===== src/rtl/cdms_pkg.sv =====
// Shared types, constants and register codes for the color difference median smoother.
package cdms_pkg;

   // Line store depth and the address width that follows from it
   localparam int MAX_WIDTH = 4096;
   localparam int ADDR_W    = $clog2(MAX_WIDTH);

   // Field widths
   localparam int PIX_W      = 16;
   localparam int DIFF_W     = PIX_W + 1;
   localparam int SUM_W      = PIX_W + 2;
   localparam int ROW_W      = 16;
   localparam int COL_W      = 12;
   localparam int FW_W       = 13;
   localparam int CSR_DATA_W = 32;
   localparam int CSR_ADDR_W = 3;
   localparam int WIN_DIM    = 3;
   localparam int WIN_N      = WIN_DIM * WIN_DIM;

   // Register reset values and lower limits
   localparam logic [FW_W-1:0]  FRAME_WIDTH_RESET  = FW_W'(4096);
   localparam logic [ROW_W-1:0] FRAME_HEIGHT_RESET = ROW_W'(3);
   localparam logic [FW_W-1:0]  FRAME_WIDTH_MIN    = FW_W'(3);
   localparam logic [ROW_W-1:0] FRAME_HEIGHT_MIN   = ROW_W'(3);

   // Register index, taken from paddr bit 2
   typedef enum logic {
      REG_FRAME_WIDTH  = 1'b0,
      REG_FRAME_HEIGHT = 1'b1
   } reg_type;

   typedef logic signed [DIFF_W-1:0] diff_type;

   // One stored pixel: R-G, B-G and G
   typedef struct packed {
      diff_type         rd;
      diff_type         bd;
      logic [PIX_W-1:0] g;
   } triple_type;

   // One line store entry: the two rows above at the same column
   typedef struct packed {
      triple_type up;
      triple_type mid;
   } line_pair_type;

   typedef struct packed {
      logic [FW_W-1:0]  frame_width;
      logic [ROW_W-1:0] frame_height;
   } cfg_type;

   // Full window handed to the median pipeline, index = row*3 + col
   typedef struct packed {
      diff_type [WIN_N-1:0] rd;
      diff_type [WIN_N-1:0] bd;
      logic [PIX_W-1:0]     gc;
      logic [ROW_W-1:0]     row;
      logic [COL_W-1:0]     col;
   } win_type;

endpackage


===== src/rtl/cdms_median.sv =====
// Three-stage median of nine pipeline, green add back and saturation, output register.
module cdms_median (
   input  logic                        clock,
   input  logic                        reset,
   input  logic                        win_valid,
   output logic                        win_ready,
   input  cdms_pkg::win_type           win,
   output logic                        rsp_valid,
   input  logic                        rsp_ready,
   output logic [cdms_pkg::PIX_W-1:0]  rsp_red_out,
   output logic [cdms_pkg::PIX_W-1:0]  rsp_blue_out,
   output logic [cdms_pkg::ROW_W-1:0]  rsp_center_row,
   output logic [cdms_pkg::COL_W-1:0]  rsp_center_col
);

   localparam int PIX_W  = cdms_pkg::PIX_W;
   localparam int DIFF_W = cdms_pkg::DIFF_W;
   localparam int SUM_W  = cdms_pkg::SUM_W;
   localparam int DIM    = cdms_pkg::WIN_DIM;

   typedef struct packed {
      cdms_pkg::diff_type lo;
      cdms_pkg::diff_type md;
      cdms_pkg::diff_type hi;
   } sort3_type;

   function automatic cdms_pkg::diff_type dmin(cdms_pkg::diff_type a, cdms_pkg::diff_type b);
      return (a < b) ? a : b;
   endfunction

   function automatic cdms_pkg::diff_type dmax(cdms_pkg::diff_type a, cdms_pkg::diff_type b);
      return (a > b) ? a : b;
   endfunction

   function automatic cdms_pkg::diff_type med3(cdms_pkg::diff_type a, cdms_pkg::diff_type b,
                                               cdms_pkg::diff_type c);
      return dmax(dmin(a, b), dmin(dmax(a, b), c));
   endfunction

   function automatic sort3_type sort3(cdms_pkg::diff_type a, cdms_pkg::diff_type b,
                                       cdms_pkg::diff_type c);
      sort3_type s;
      s.lo = dmin(dmin(a, b), c);
      s.md = med3(a, b, c);
      s.hi = dmax(dmax(a, b), c);
      return s;
   endfunction

   // Median plus centre green, clamped to the pixel range
   function automatic logic [PIX_W-1:0] add_sat(cdms_pkg::diff_type m, logic [PIX_W-1:0] g);
      logic signed [SUM_W-1:0] s;
      logic [PIX_W-1:0]        r;
      s = $signed({{(SUM_W-DIFF_W){m[DIFF_W-1]}}, m})
          + $signed({{(SUM_W-PIX_W){1'b0}}, g});
      if (s[SUM_W-1]) r = '0;
      else if (|s[SUM_W-2:PIX_W]) r = '1;
      else r = s[PIX_W-1:0];
      return r;
   endfunction

   // Stage 2: each window column sorted
   logic                           s2_valid_ff;
   sort3_type [DIM-1:0]            s2_rd_ff, s2_bd_ff, s2_rd_in, s2_bd_in;
   logic [PIX_W-1:0]               s2_gc_ff;
   logic [cdms_pkg::ROW_W-1:0]     s2_row_ff;
   logic [cdms_pkg::COL_W-1:0]     s2_col_ff;
   // Stage 3: max of mins, median of medians, min of maxes
   logic                           s3_valid_ff;
   sort3_type                      s3_rd_ff, s3_bd_ff, s3_rd_in, s3_bd_in;
   logic [PIX_W-1:0]               s3_gc_ff;
   logic [cdms_pkg::ROW_W-1:0]     s3_row_ff;
   logic [cdms_pkg::COL_W-1:0]     s3_col_ff;
   // Output register
   logic                           rsp_valid_ff;
   logic [PIX_W-1:0]               rsp_red_ff, rsp_blue_ff;
   logic [cdms_pkg::ROW_W-1:0]     rsp_row_ff;
   logic [cdms_pkg::COL_W-1:0]     rsp_col_ff;

   logic s2_go, s3_go;

   assign s3_go     = s3_valid_ff && (!rsp_valid_ff || rsp_ready);
   assign s2_go     = s2_valid_ff && (!s3_valid_ff || s3_go);
   assign win_ready = !s2_valid_ff || s2_go;

   always_comb begin
      for (int j = 0; j < DIM; j++) begin
         s2_rd_in[j] = sort3(win.rd[j], win.rd[DIM+j], win.rd[2*DIM+j]);
         s2_bd_in[j] = sort3(win.bd[j], win.bd[DIM+j], win.bd[2*DIM+j]);
      end
   end

   always_comb begin
      s3_rd_in.lo = dmax(dmax(s2_rd_ff[0].lo, s2_rd_ff[1].lo), s2_rd_ff[2].lo);
      s3_rd_in.md = med3(s2_rd_ff[0].md, s2_rd_ff[1].md, s2_rd_ff[2].md);
      s3_rd_in.hi = dmin(dmin(s2_rd_ff[0].hi, s2_rd_ff[1].hi), s2_rd_ff[2].hi);
      s3_bd_in.lo = dmax(dmax(s2_bd_ff[0].lo, s2_bd_ff[1].lo), s2_bd_ff[2].lo);
      s3_bd_in.md = med3(s2_bd_ff[0].md, s2_bd_ff[1].md, s2_bd_ff[2].md);
      s3_bd_in.hi = dmin(dmin(s2_bd_ff[0].hi, s2_bd_ff[1].hi), s2_bd_ff[2].hi);
   end

   // Valid bits
   always_ff @(posedge clock) begin
      if (reset) begin
         s2_valid_ff  <= 1'b0;
         s3_valid_ff  <= 1'b0;
         rsp_valid_ff <= 1'b0;
      end else begin
         if (win_ready) s2_valid_ff <= win_valid;
         if (!s3_valid_ff || s3_go) s3_valid_ff <= s2_go;
         if (s3_go) rsp_valid_ff <= 1'b1;
         else if (rsp_ready) rsp_valid_ff <= 1'b0;
      end
   end

   // Payload stages
   always_ff @(posedge clock) begin
      if (win_valid && win_ready) begin
         s2_rd_ff  <= s2_rd_in;
         s2_bd_ff  <= s2_bd_in;
         s2_gc_ff  <= win.gc;
         s2_row_ff <= win.row;
         s2_col_ff <= win.col;
      end
      if (s2_go) begin
         s3_rd_ff  <= s3_rd_in;
         s3_bd_ff  <= s3_bd_in;
         s3_gc_ff  <= s2_gc_ff;
         s3_row_ff <= s2_row_ff;
         s3_col_ff <= s2_col_ff;
      end
      if (s3_go) begin
         rsp_red_ff  <= add_sat(med3(s3_rd_ff.lo, s3_rd_ff.md, s3_rd_ff.hi), s3_gc_ff);
         rsp_blue_ff <= add_sat(med3(s3_bd_ff.lo, s3_bd_ff.md, s3_bd_ff.hi), s3_gc_ff);
         rsp_row_ff  <= s3_row_ff;
         rsp_col_ff  <= s3_col_ff;
      end
   end

   assign rsp_valid      = rsp_valid_ff;
   assign rsp_red_out    = rsp_red_ff;
   assign rsp_blue_out   = rsp_blue_ff;
   assign rsp_center_row = rsp_row_ff;
   assign rsp_center_col = rsp_col_ff;

endmodule


===== config.mk =====
export PLATFORM = sky130hd
export DESIGN_NAME = cdms_median
export DESIGN_NICKNAME = d
export VERILOG_FILES = /design/src/rtl/cdms_pkg.sv /design/src/rtl/cdms_median.sv
export SDC_FILE = /design/constraint.sdc
export NUM_CORES = 2
export LEC_CHECK = 0
export BUFFER_PORTS_ARGS = -buffer_cell sky130_fd_sc_hd__buf_2
export CORE_MARGIN = 5
export CORE_UTILIZATION = 41
export DETAILED_ROUTE_END_ITERATION = 16
export HOLD_SLACK_MARGIN = 0.1
export SLEW_MARGIN = 20
export SYNTH_ARGS = -nofsm -noshare
export SYNTH_HDL_FRONTEND = slang
export SYNTH_SLANG_ARGS = --single-unit

===== constraint.sdc =====
create_clock -name clock -period 34.1 [get_ports clock]
set_clock_uncertainty 0.15 [all_clocks]
set_input_delay 3.41 -clock clock [delete_from_list [all_inputs] [get_ports clock]]
set_output_delay 3.41 -clock clock [all_outputs]
set_load 0.03 [all_outputs]

# Yosys cells after proc, flatten, opt, wreduce, memory -nomap -nowiden
# Cells that the tools add are included.
# word_totals
reg_bits,559
input_bits,354
out_inout_bits,62
word_cells,173
# classes
add_sub_neg,2
n_lt_le_gt_ge,60
mux,64
reduce_logical,10
# ops
cell,count
2-to-1 mux 17 bit,60
> comparator 17 bit,30
< comparator 17 bit,30
adder 17 x 17 -> 18 bit,2
2-to-1 mux 16 bit,2
logical AND 1 bit,3
logical NOT 1 bit,3
logical OR 1 bit,3
2-to-1 mux 1 bit,2
nonzero test 2 bit,1

# Longest topological paths before layout
# depth
depth_word,8
mapped_depth,45
depth_no_buf,40

# Worst setup path after synthesis
# No wires, ideal clock.
# synth_timing
kind,input to register
from,input rsp_ready
to,register s2_bd_ff[0] (netlist name) (enable)
setup_ns,1.272
arrival_ns,20.819
required_ns,32.678
setup_slack_ns,11.859
cell_stages,2
n_path_buf,0
path_cell_list,nor2b_1 a31oi_1
# synth_between
elab_chain_cells,6
# synth_lines
item,line_no,rtl
"start, declared",cdms_median.sv:9,"input logic rsp_ready,"
logical OR 1 bit,cdms_median.sv:81,assign s3_go = s3_valid_ff && (!rsp_valid_ff || rsp_ready);
logical AND 1 bit,cdms_median.sv:81,
logical OR 1 bit,cdms_median.sv:82,assign s2_go = s2_valid_ff && (!s3_valid_ff || s3_go);
logical AND 1 bit,cdms_median.sv:82,
logical OR 1 bit,cdms_median.sv:83,assign win_ready = !s2_valid_ff || s2_go;
logical AND 1 bit,cdms_median.sv:117,if (win_valid && win_ready) begin
"end signal, assigned",cdms_median.sv:119,s2_bd_ff <= s2_bd_in;
"end, declared",cdms_median.sv:63,"sort3_type [DIM-1:0] s2_rd_ff, s2_bd_ff, s2_rd_in, s2_bd_in;"
# No other way between the ends.
# A chain may end at the register's enable or synchronous reset.

==> impl_metrics.csv <==
group,metric,value,unit
routing,vias,37390,
floorplan,core-area,118000,sq um
timing,relSlewSlack,0.203,
floorplan,die_w,354,um
worst_setup_path,critPathSlowestCell,"a2111oi_0",
power,power.density,110,nW/um^2
placed_design,place_congestion,0.963,
clock_tree,clkSinkCount,559,
timing,finalHoldViolCount,0,
clock_tree,cts-root-buf,"clkbuf_16",
floorplan,die-area,125000,sq um
clock_tree,path_clk_slew,60,ps
worst_setup_path,crit_top_cell,"a21o_1",
routing,finalWirelength,149000,um
job,maxCapViolCount,0,
routing,postRouteAntennaNets,0,
clock_tree,postCtsSetupBuffers,0,
routing,wl_per_cell,21.9,um
placed_design,placed_area,52400,sq um
power,p_switching,2.84,mW
logic_synthesis,yosysMostFrequentCell,"ha_1",
timing,fmax,0.0861,GHz
power,p_int,3.15,mW
floorplan,start_util,0.411,
logic_synthesis,netlist_area,48400,sq um
power,ir_drop,0.0973,mV
worst_setup_path,crit_fanout,35,
logic_synthesis,synth_nets,5890,
power,comb_power_share,0.683,
logic_synthesis,synth_largest_area_cell,"edfxtp_1",
routing,drc_errors,0,
worst_setup_path,critical_path_arrival,11840,ps
worst_hold_path,hold_class,"flop to flop",
routing,drt_iter0_markers,2675,
timing,fin_crit,11620,ps
worst_setup_path,crit_required,34320,ps
worst_setup_path,start_kind,"input pin",
layout,regArea,16800,sq um
logic_synthesis,synthTopCellsByCount,"ha_1, inv_1, edfxtp_1",
logic_synthesis,ys_ff_latch,559,
layout,design_area,54600,sq um
timing,whs,263,ps
logic_synthesis,yosys-top-cells-area,"edfxtp_1, ha_1, mux2i_1, mux2_2, inv_1",
global_route,grt_max_degree,149,
logic_synthesis,ys_seq_area_frac,0.346,
global_route,grt_pass1_wl,220000,um
timing,finalSetupViolations,0,
layout,fill_cells,11009,
logic_synthesis,synth_warnings,0,
global_route,antenna_found_initial,41,
worst_setup_path,end_kind,"flop",
clock_tree,ctsResizeCount,0,
floorplan,num_io_pins,416,
layout,layout.nets,6285,
clock_tree,cts_buffers,61,
power,clkPwrFrac,0.113,
placed_design,dp_hpwl,124000,um
timing,fin_tns_setup,0,ps
clock_tree,htree_levels,2,
floorplan,num_rows,126,
clock_tree,insertion_delay,680,ps
logic_synthesis,ys.flop_type,"edfxtp_1",
routing,dr.pass1.iters,5,
layout,multi_input_area,28900,sq um
placed_design,io_buffers,415,
timing,fin_crit_sh,0.341,
power,seq_power_share,0.204,
logic_synthesis,synthArstFlopShare,0,
logic_synthesis,synth-edff-count,556,
logic_synthesis,synth_top_area_share,0.345,
global_route,grt_pass1_vias,36184,
global_route,track_usage,0.229,
layout,layout-drive-gt1-share,0.185,
clock_tree,clk_path_buf_depth,3,
timing,worstMarginPinSlew,1200,ps
worst_setup_path,critical-path-max-stage-delay,770,ps
power,p_leak,26.1,nW
power,p_sw_frac,0.474,
logic_synthesis,postSynthCellCount,4768,
clock_tree,ctsHoldBuffers,0,
clock_tree,cts_tree,"built",
logic_synthesis,avgSynthCellArea,10.2,sq um
timing,rsz0062_at_grt,"false",
global_route,grt-ovfl-total,0,
timing,maxSlewViolCount,0,
run_status,status,"complete, no violations",
floorplan,fp.dieH,354,um
routing,via_per_inst,5.51,
logic_synthesis,ys_types,86,
worst_setup_path,worstSetupPathType,"input pin to flop",
layout,syn2layout_area_growth,12.7,%
-- flip-flops by register name (all words and copies together), names as in the netlist --
name and cells:
rsp_blue_out 16, rsp_center_col 12, rsp_center_row 16, rsp_red_out 16
rsp_valid 1, s2_bd_ff 153, s2_col_ff 12, s2_gc_ff 16
s2_rd_ff 153, s2_row_ff 16, s2_valid_ff 1, s3_bd_ff 51
s3_col_ff 12, s3_gc_ff 16, s3_rd_ff 51, s3_row_ff 16
s3_valid_ff 1
-- cell usage in the layout (no fill, tap or decap), types with 21 or more instances in the layout --
cell,n
nand4_1,112
nand2_1,285
mux2i_1,454
o21ai_0,295
ha_1,766
nor4_1,21
nor2_1,172
nor2b_1,62
a21o_1,184
mux2_2,340
inv_1,660
nand2b_1,34
nor3_1,29
buf_4,38
a21oi_1,244
nand3_1,48
edfxtp_1,556
buf_2,415
clkbuf_16,62
o21a_1,58
diode_2,34
a211oi_1,40
-- logic make-up (layout without fill, tap and decap cells) --
logic type | after synthesis | in the layout | synth area share
compound gates | 996 | 996 | 0.130
xor+xnor | 29 | 29 | 0.00540
fa+ha+maj | 768 | 768 | 0.199
buf+inv | 784 | 1231 | 0.0622
flops | 559 | 559 | 0.346
mux | 799 | 799 | 0.174
other cells | 0 | 34 | 0
simple gates | 833 | 833 | 0.0830
-- metrics by stage --
stage | total power, mW | util | setup slack (ps) | cells
after CTS | 6.00 | 0.462 | 22790 | 6750
after global routing | 6.49 | 0.463 | 22120 | 6768
after detailed placement | 5.29 | 0.445 | 22150 | 6635
final | 5.99 | 0.464 | 22480 | 6785
after global placement | 5.25 | 0.445 | 22320 | 6635
after floorplan | 4.23 | - | 11860 | 4768
-- metal layers --
layer  track usage  wire, um  vias to the layer above  share of wire
li1              -         -                    18360              -
met1         0.306     66500                    17941           0.45
met2         0.390     70800                      910           0.48
met3        0.0273      7150                      171          0.048
met4        0.0668      4310                        8          0.029
met5             0        61                        -        0.00041
-- path summary, 6_finish.rpt --
check	start	to	slack, ps	cells after the start
worst max-delay path	win[216]	s2_rd_ff[81]	22480	29
worst max register to register	s3_bd_ff[50]	rsp_blue_out[1]	23100	38
worst min register to register	s2_row_ff[3]	s3_row_ff[3]	260	0
worst min-delay path	s2_row_ff[3]	s3_row_ff[3]	260	0
-- power groups by stage --
stage | clock network (mW) | logic, mW | registers [mW]
4_1_cts | 0.690 | 4.09 | 1.22
2_1_floorplan | 0 | 3.02 | 1.21
6_report | 0.675 | 4.10 | 1.22
3_5_place_dp | 0 | 4.06 | 1.23
3_3_place_gp | 0 | 4.01 | 1.23
5_1_grt | 0.719 | 4.54 | 1.23
-- layout make-up --
type                       instances  area share
antenna                           34     0.00156
clock buffer                      73      0.0292
clock inverter                    42     0.00841
inverter                         661      0.0454
multi-input combinational       3425       0.529
sequential                       559       0.307
tap                             1536      0.0352
timing repair buffer             455      0.0439
-- critical path: cells and delay by family --
kind / cells / cell delay [ps]
AO/OA/AOI/OAI: 20 / 5920
multiplexers: 3 / 950
adder cells (fa/ha/maj): 3 / 900
buffers and inverters: 2 / 490
AND/OR/NAND/NOR: 1 / 130
(Power assumes the default switching activity.)
