## config.mk

```make
export PLATFORM = sky130hd
export DESIGN_NAME = cdms_csr
export DESIGN_NICKNAME = d
export VERILOG_FILES = /design/src/rtl/cdms_pkg.sv /design/src/rtl/cdms_csr.sv
export SDC_FILE = /design/constraint.sdc
export NUM_CORES = 1
export LEC_CHECK = 0
export ABC_AREA = 1
export BUFFER_PORTS_ARGS = -buffer_cell sky130_fd_sc_hd__buf_2
export CAP_MARGIN = 20
export CORE_MARGIN = 1.5
export CORE_UTILIZATION = 38
export CTS_CLUSTER_DIAMETER = 100
export DETAILED_ROUTE_END_ITERATION = 7
export MAX_ROUTING_LAYER = met4
export PLACE_DENSITY_LB_ADDON = 0.15
export REMOVE_ABC_BUFFERS = 1
export SLEW_MARGIN = 20
export SYNTH_ARGS = -nofsm -noshare
export SYNTH_HDL_FRONTEND = slang
export SYNTH_SLANG_ARGS = --single-unit
export TNS_END_PERCENT = 10
```

## constraint.sdc

```tcl
create_clock -name clock -period 0.8 [get_ports clock]
set_input_delay 0.04 -clock clock [delete_from_list [all_inputs] [get_ports clock]]
set_output_delay 0.04 -clock clock [all_outputs]
set_load 0.05 [all_outputs]
```

## src/rtl/cdms_pkg.sv

```systemverilog
// Shared types, constants and register codes for the color difference median smoother.
package cdms_pkg;

   // Line store depth and the address width that follows from it
   localparam int MAX_WIDTH = 4096;
   localparam int ADDR_W    = $clog2(MAX_WIDTH);

   // Field widths
   localparam int PIX_W      = 16;
   localparam int DIFF_W     = PIX_W + 1;
   localparam int SUM_W      = PIX_W + 2;
   localparam int ROW_W      = 16;
   localparam int COL_W      = 12;
   localparam int FW_W       = 13;
   localparam int CSR_DATA_W = 32;
   localparam int CSR_ADDR_W = 3;
   localparam int WIN_DIM    = 3;
   localparam int WIN_N      = WIN_DIM * WIN_DIM;

   // Register reset values and lower limits
   localparam logic [FW_W-1:0]  FRAME_WIDTH_RESET  = FW_W'(4096);
   localparam logic [ROW_W-1:0] FRAME_HEIGHT_RESET = ROW_W'(3);
   localparam logic [FW_W-1:0]  FRAME_WIDTH_MIN    = FW_W'(3);
   localparam logic [ROW_W-1:0] FRAME_HEIGHT_MIN   = ROW_W'(3);

   // Register index, taken from paddr bit 2
   typedef enum logic {
      REG_FRAME_WIDTH  = 1'b0,
      REG_FRAME_HEIGHT = 1'b1
   } reg_type;

   typedef logic signed [DIFF_W-1:0] diff_type;

   // One stored pixel: R-G, B-G and G
   typedef struct packed {
      diff_type         rd;
      diff_type         bd;
      logic [PIX_W-1:0] g;
   } triple_type;

   // One line store entry: the two rows above at the same column
   typedef struct packed {
      triple_type up;
      triple_type mid;
   } line_pair_type;

   typedef struct packed {
      logic [FW_W-1:0]  frame_width;
      logic [ROW_W-1:0] frame_height;
   } cfg_type;

   // Full window handed to the median pipeline, index = row*3 + col
   typedef struct packed {
      diff_type [WIN_N-1:0] rd;
      diff_type [WIN_N-1:0] bd;
      logic [PIX_W-1:0]     gc;
      logic [ROW_W-1:0]     row;
      logic [COL_W-1:0]     col;
   } win_type;

endpackage

```

## src/rtl/cdms_csr.sv

```systemverilog
// Configuration registers behind the APB-style port.
module cdms_csr (
   input  logic                             clock,
   input  logic                             reset,
   input  logic                             csr_psel,
   input  logic                             csr_penable,
   input  logic                             csr_pwrite,
   input  logic [cdms_pkg::CSR_ADDR_W-1:0]  csr_paddr,
   input  logic [cdms_pkg::CSR_DATA_W-1:0]  csr_pwdata,
   output logic [cdms_pkg::CSR_DATA_W-1:0]  csr_prdata,
   output logic                             csr_pready,
   output cdms_pkg::cfg_type                cfg
);

   cdms_pkg::cfg_type cfg_ff;
   cdms_pkg::cfg_type cfg_in;
   cdms_pkg::reg_type reg_sel;
   logic              wr_en;

   assign reg_sel    = cdms_pkg::reg_type'(csr_paddr[2]);
   assign wr_en      = csr_psel && csr_penable && csr_pwrite;
   assign csr_pready = 1'b1;
   assign cfg        = cfg_ff;

   // Register write decode
   always_comb begin
      cfg_in = cfg_ff;
      if (wr_en) begin
         unique case (reg_sel)
            cdms_pkg::REG_FRAME_WIDTH:
               cfg_in.frame_width = csr_pwdata[cdms_pkg::FW_W-1:0];
            cdms_pkg::REG_FRAME_HEIGHT:
               cfg_in.frame_height = csr_pwdata[cdms_pkg::ROW_W-1:0];
            default: cfg_in = cfg_ff;
         endcase
      end
   end

   always_ff @(posedge clock) begin
      if (reset) begin
         cfg_ff.frame_width  <= cdms_pkg::FRAME_WIDTH_RESET;
         cfg_ff.frame_height <= cdms_pkg::FRAME_HEIGHT_RESET;
      end else begin
         cfg_ff <= cfg_in;
      end
   end

   // Read mux
   always_comb begin
      unique case (reg_sel)
         cdms_pkg::REG_FRAME_WIDTH:
            csr_prdata = cdms_pkg::CSR_DATA_W'(cfg_ff.frame_width);
         cdms_pkg::REG_FRAME_HEIGHT:
            csr_prdata = cdms_pkg::CSR_DATA_W'(cfg_ff.frame_height);
         default: csr_prdata = '0;
      endcase
   end

endmodule

```

# Word-level counts from Yosys, hierarchy flattened
# Cells that the tools add are included.
[totals]
register_bits = 29
in_bits = 40
[classes]
n_mux = 1
bitwise_logic = 1
n_reduce_logical = 4
[op_table]
columns = ["operator", "count"]
rows = [
  ["$pmux W32 S2", 1],
  ["$reduce_and A2 Y1", 2],
  ["$logic_and A1 B1 Y1", 2],
  ["$not A1 Y1", 1],
]

# Logic depth before layout (Yosys ltp)
# Gate-level depths: netlist of run 1.
[depth]
word_depth = 3
depth_mapped = 6
ltp_nobuf = 5

# Worst setup path after synthesis of run 1
# Ideal clock, no wire load.
[synth_timing]
path_kind = "flip-flop to output port"
from = "register cfg_ff (netlist bit cfg[10])"
to = "output port csr_prdata[10] in the netlist's numbering"
arrival_ns = 1.095
required_time_ns = 0.760
setup_slack_ns = -0.335
stages_incl_launch_ff = 3
n_path_buf = 0
cell_sequence = "dfxtp_1 -> nand2_1 -> nand2_1"
[synth_via]
elab_chain_cells = 1
[synth_lines]
columns = ["item", "line", "source"]
rows = [
  ["start, declared", "cdms_csr.sv:15", "cdms_pkg::cfg_type cfg_ff;"],
  ["start signal, assigned", "cdms_csr.sv:44", "cfg_ff <= cfg_in;"],
  ["$pmux W32 S2", "cdms_csr.sv:50", "unique case (reg_sel)"],
  ["end, declared", "cdms_csr.sv:10", "output logic [cdms_pkg::CSR_DATA_W-1:0] csr_prdata,"],
]
# Every way passes these cells. The select of a mux whose other input is x is not followed.

# Final worst setup path of run 1
[layout_timing]
from = "register cfg_ff (netlist bit cfg[21])"
to = "output port csr_prdata[5] in the netlist's numbering"
# The elaborated chain is that of the path after synthesis.

==> impl_results.md, run 1 <==
* Final hold vios at 0
* Required time of the worst setup path at about 0.76 ns
* Status: finished with violations
* Crit path launch: cfg[21]$_SDFFE_PP0P_
* Diodes inserted at 0
* CP max FO at 3
* Core area at just over 0.004 sq mm
* Failing checks: setup timing
* Maximum clock insertion buffer count at 2
* Most common cell after layout, fill and taps aside: nand2_1
* Pwr dens at 1490 mW/mm^2
* Wirelength per Cell at 10.9 um
* Worst r2r src: cfg[7]$_SDFFE_PP0P_
* Largest net degree at the start of global routing at 30
* Kind of critical path: reg2out
* Worst vdd ir at 0.000978 V
* Reg clk slew, reported paths at around 0.06 ns
* CP Capture Type: primary output
* Final setup fails at between 40 and 50
* Dpl hpwl at about 2700 um
* Iteration-0 DRC Markers at between 70 and 80
* Class of the worst hold path: in2reg
* Cell area after synthesis at 0.00164 sq mm
* H-tree Lvls at 2
* Clock Latency Late Sink at approximately 0.27 ns
* Flops & latches, synth at 29
* Setup crit end: csr_prdata[5]
* Routed vias at 1648
* Seq. cell area at slightly above 600 sq um
* CTS tree: yes
* Initial Util at between 40% and 50%
* Total wire length at 4130 um
* YS warnings at 0
* Max Slew Vio Count at 0
* Full die area at 0.00472 sq mm
* Routed vias/inst at between 4 and 5
* CTS Root Cell: clkbuf_8
* Area added between synthesis and finish at 60.8%
* Commonest cells after routing, fill and taps aside: nand2_1, nor2_1, buf_6
* First-pass GRT wire length at 6400 um
* Reg2reg end: cfg[7]$_SDFFE_PP0P_
* Fin crit share at 121%
* Fillers at roughly 360
* IO Count at around 100
* DIE WIDTH at 68.7 um
* TritonRoute pass-1 iters at 4
* Fin util at between 60% and 70%
* Crit start category: register
* Max FFs per register at 29
* R2r setup slk at 0.06 ns
* Minimum clock period at slightly below 1 ns
* Netlist cell types at 19
* Synth top area share at approximately 35%
* Clk_skew at 0 ns
* Avg Inst Size Synth at about 6.7 sq um
* FF-to-FF path depth at 3
* Initial antenna violation count at 0
* Port Buffers at 66
* Post-route ant nets at 0
* Leading area contributor after synthesis: dfxtp_1
* Post-route cell area at around 0.0026 sq mm
* MaxCap Viol Count at 0
* Worst Path Arrival at roughly 0.93 ns
* Post-synthesis cell count at between 200 and 250
* Register area share after synthesis at 35.4%
* Sink Count at 29
* Multi-input gate area at roughly 820 sq um
* Leak at between 0.001 and 0.0015 uW
* Synth area leaders: dfxtp_1, nand2_1, nand3_1
* RD Place Congestion at approximately 0.76
* Row Count at 23
* RSZ-0062 raised after global routing: true
* Final worst slack at -0.166 ns
* Detailed-route DRC error count at 0
* Placed Area at 0.00208 sq mm
* Peak Freq at just over 1000 MHz
* Setup TNS at -3.69 ns
* Global router's overall resource usage at a little under a fifth
* Overflow left after global routing at 0
* Placement Setup Slack at -0.0608 ns
* CTS buffer count at 5
* Vias in the first global route at 1403
* Worst hold slack at ~0.081 ns
* Vert. Die Dim at 68.7 um
* Nets at about 370
* Share of cells above drive strength 1 at between 40% and 50%
## power by group
group / switching [uW] / total (uW) / internal (uW) / leakage, uW
clock network: 522 / 1200 / 681 / 0.0000443
logic: 775 / 1180 / 408 / 0.00107
registers: 49.8 / 1550 / 1500 / 0.000247
## synthesized netlist by cell type (all sizes together)
| library cell | instances |
|---|---|
| nor2 | 55 |
| dfxtp | 29 |
| conb | 2 |
| buf | 29 |
| nand3 | 30 |
| clkbuf | 1 |
| nand2 | 75 |
| inv | 22 |
| o21ai | 1 |
## cell type report
cell class,instances,area share [%]
timing repair buffer,93,36.3
multi-input combinational,178,31.2
sequential,29,23.6
clock buffer,7,3.28
inverter,22,3.23
tap,50,2.37
## cells by family after synthesis
family / count (synthesis) / synth area share, %
AO/OA/AOI/OAI: 1 / 0.305
AND/OR/NAND/NOR: 160 / 44.7
other: 2 / 0.458
buffers and inverters: 52 / 19.1
flip-flops: 29 / 35.4
## through the flow
| step | instances | total power [uW] |
|---|---|---|
| after floorplan | 229 | 2260 |
| after global placement | 359 | 2580 |
| after detailed placement | 359 | 2580 |
| after CTS | 371 | 3930 |
| after global routing | 379 | 4120 |
| final | 379 | 3940 |
## critical path, cell delays in order (launching register included)
cell     delay, ns
dfxtp_4       0.37
nand2_2       0.06
nand2_2       0.08
buf_8         0.14
## layer usage
metal / vias up / track usage (%) / wire length, um
met5: - / - / 0
met4: 0 / 8.25 / 29
met3: 2 / 4.06 / 238
met2: 62 / 30.6 / 2030
met1: 717 / 23.3 / 1830
li1: 867 / - / -
## what timing repair did
action,4_1_cts,5_1_grt
endpoints found under the setup margin,45,45
hold buffers,3,0
pin swaps,14,6
setup buffers,2,8
resized for setup,115,23
endpoints found under the hold margin,3,0
## worst min-delay path by stage
stage,slack (ns),cells past startpoint,endpoint,start
after CTS,0.08,5,cfg[13]$_SDFFE_PP0P_,csr_pwdata[13]
after floorplan,0.17,2,cfg[0]$_SDFFE_PP1P_,csr_pwdata[0]
after global routing,0.1,5,cfg[13]$_SDFFE_PP0P_,csr_pwdata[13]
after detailed placement,0.27,3,cfg[1]$_SDFFE_PP1P_,csr_pwdata[1]
after global placement,0.27,3,cfg[1]$_SDFFE_PP1P_,csr_pwdata[1]
final,0.08,5,cfg[13]$_SDFFE_PP0P_,csr_pwdata[13]
No activity file was read; power rests on OpenSTA's default activity.
==> inputs of run 2 (changes only) <==
Settings changed: HOLD_SLACK_MARGIN set to 0.15.
==> run 2 against run 1 <==
Against the previous run: worst hold slack gained 0.089 ns; final area grew 6.2%; critical path type unchanged; clock skew is the same; maximum frequency shrank 0.87%; via count grew 4.4%; the flow still finishes with violations (setup timing); non-clock buffer count grew 14; sequential share of layout area shrank 1.2 points; die area is the same; first-iteration DRC count grew 10%; cell count grew 3.7%; total power grew 1.6%.
==> impl_results.md, run 2 (synthesized netlist as in run 1, its figures left out) <==
* Status: finished with violations
* Failing checks: setup timing
* MaxCap Viol Count at 0 (unchanged)
* Maximum clock insertion buffer count at 2 (unchanged)
* Overflow left after global routing at 0 (unchanged)
* Total wire length at 4360 um (+5.6%)
* Worst Path Arrival at 0.93 ns (about the same)
* Row Count at 23 (unchanged)
* Peak Freq at 1030 MHz (-0.87%)
* Worst-path cell chain: nand2_1, nand2_1, buf_6
* Core area at 0.00409 sq mm (unchanged)
* Seq. cell area at 627 sq um (+0.80%)
* Placed insts at 359 (unchanged)
* First-pass GRT wire length at 6690 um (+4.4%)
* Vias in the first global route at 1477 (+5.3%)
* Wirelength per Cell at 11.1 um (+1.9%)
* Worst r2r src: cfg[7]$_SDFFE_PP0P_
* Fin crit share at 122% (+1.1 points)
* Post-route ant nets at 0 (unchanged)
* Crit path launch: cfg[17]$_SDFFE_PP0P_
* Initial antenna violation count at 0 (unchanged)
* Reg clk slew, reported paths at 0.06 ns (about the same)
* Minimum clock period at 0.975 ns (+0.00850 ns)
* Kind of critical path: reg2out
* TritonRoute pass-1 iters at 4 (unchanged)
* Most frequent CP cell: nand2_1
* Routed vias at 1720 (+4.4%)
* Multi-input gate area at 835 sq um (+1.5%)
* Class of the worst hold path: in2reg
* Required time of the worst setup path at 0.76 ns (about the same)
* RD Place Congestion at 0.756 (unchanged)
* Pwr dens at 1430 mW/mm^2 (-4.3%)
* Hold_sp: reset
* CP max FO at 3 (unchanged)
* CTS tree: yes
* Area added between synthesis and finish at 70.7%
* Final setup fails at 45 (unchanged)
* Clk_skew at 0 ns (unchanged)
* Share of cells above drive strength 1 at 48.7% (+0.97 points)
* Final hold vios at 0 (unchanged)
* Routed vias/inst at 4.38 (+0.65%)
* DIE WIDTH at 68.7 um (unchanged)
* Worst hold slack at 0.170 ns (+0.0889 ns)
* Commonest cells after routing, fill and taps aside: nand2_1, nor2_1, buf_6
* Clock Latency Late Sink at 0.27 ns (about the same)
* Sink Count at 29 (unchanged)
* Slowest-stage cell, CP: dfxtp_2
* CP max stage delay at 0.35 ns (-0.02 ns)
* Global router's overall resource usage at 19.9% (+0.77 points)
* CP Capture Type: primary output
* RSZ-0062 raised after global routing: true
* Port Buffers at 66 (unchanged)
* Iteration-0 DRC Markers at 86 (+10%)
* Dpl hpwl at 2720 um (unchanged)
* Initial Util at 40.1% (unchanged)
* Final worst slack at -0.175 ns (-0.00850 ns)
* CTS buffer count at 5 (unchanged)
* Detailed-route DRC error count at 0 (unchanged)
* Max FFs per register at 29 (unchanged)
* Vert. Die Dim at 68.7 um (unchanged)
* Most common cell after layout, fill and taps aside: nand2_1
* Crit start category: register
* Non-Filler Instances at 393 (+3.7%)
* Fillers at 345 (-5.0%)
* Fin util at 68.5% (+4.0 points)
* Full die area at 0.00472 sq mm (unchanged)
* Nets at 383 (+3.8%)
* CTS Root Cell: clkbuf_8
* Diodes inserted at 0 (unchanged)
* Largest net degree at the start of global routing at 30 (unchanged)
* Max Slew Vio Count at 0 (unchanged)
* Worst vdd ir at 0.000995 V (+1.8%)
* H-tree Lvls at 2 (unchanged)
* IO Count at 102 (unchanged)
* Leak at 0.00141 uW (+4.2%)
-- run 2: cell types whose count changed in the layout (fill, tap and decap cells not counted), sizes merged --
| cell | previous run | this run |
|---|---|---|
| dlygate4sd3 | 3 | 16 |
| buf | 90 | 91 |
-- run 2: where the power goes --
group | switching [uW] | leakage [uW] | total [uW] | internal [uW]
combinational | 792 | 0.00112 | 1250 | 455
clock | 524 | 0.0000443 | 1210 | 681
sequential | 50.0 | 0.000248 | 1550 | 1500
-- run 2: routing by layer --
layer	up-vias	routed length, um	track usage (%)
met4	0	29	8.25
met3	2	236	3.90
met2	62	2210	32.8
li1	897	-	-
met1	759	1880	23.8
met5	-	0	-
-- run 2: final timing paths --
path / cells past startpoint / slack [ns] / endpoint
worst max-delay path: 3 / -0.17 / csr_prdata[1]
worst min-delay path: 4 / 0.17 / cfg[1]$_SDFFE_PP1P_
worst max register to register: 3 / 0.06 / cfg[7]$_SDFFE_PP0P_
worst min register to register: 2 / 0.47 / cfg[1]$_SDFFE_PP1P_
-- run 2: stage by stage --
stage | cell area, sq um | power [uW] | setup TNS [ns] | setup slack, ns
after global placement | 2080 | 2580 | -1.01 | -0.0502
after global routing | 2800 | 4190 | -5.51 | -0.205
final | 2800 | 4000 | -3.79 | -0.175
after CTS | 2640 | 3980 | -3.69 | -0.161
after detailed placement | 2080 | 2580 | -1.32 | -0.0608
after floorplan | 1470 | 2260 | -7.39 | -0.335
-- run 2: critical path: cells and delay by family (launching register included) --
kind	cells	cell delay, ns
flip-flops	1	0.35
buffers and inverters	1	0.17
AND/OR/NAND/NOR	2	0.14
-- run 2: area by class of cell --
cell class | count | area share (%)
repair buffers | 107 | 39.4
multi-input cells | 178 | 29.8
flip-flops and latches | 29 | 22.4
clock buffers | 7 | 3.09
inverters | 22 | 3.04
well taps | 50 | 2.24
-- run 2: timing repair --
action,in CTS,in global routing
hold buffers,16,0
pin swaps,14,6
endpoints found under the setup margin,45,51
setup buffers,2,9
hold endpoints to repair,29,0
resized for setup,115,36
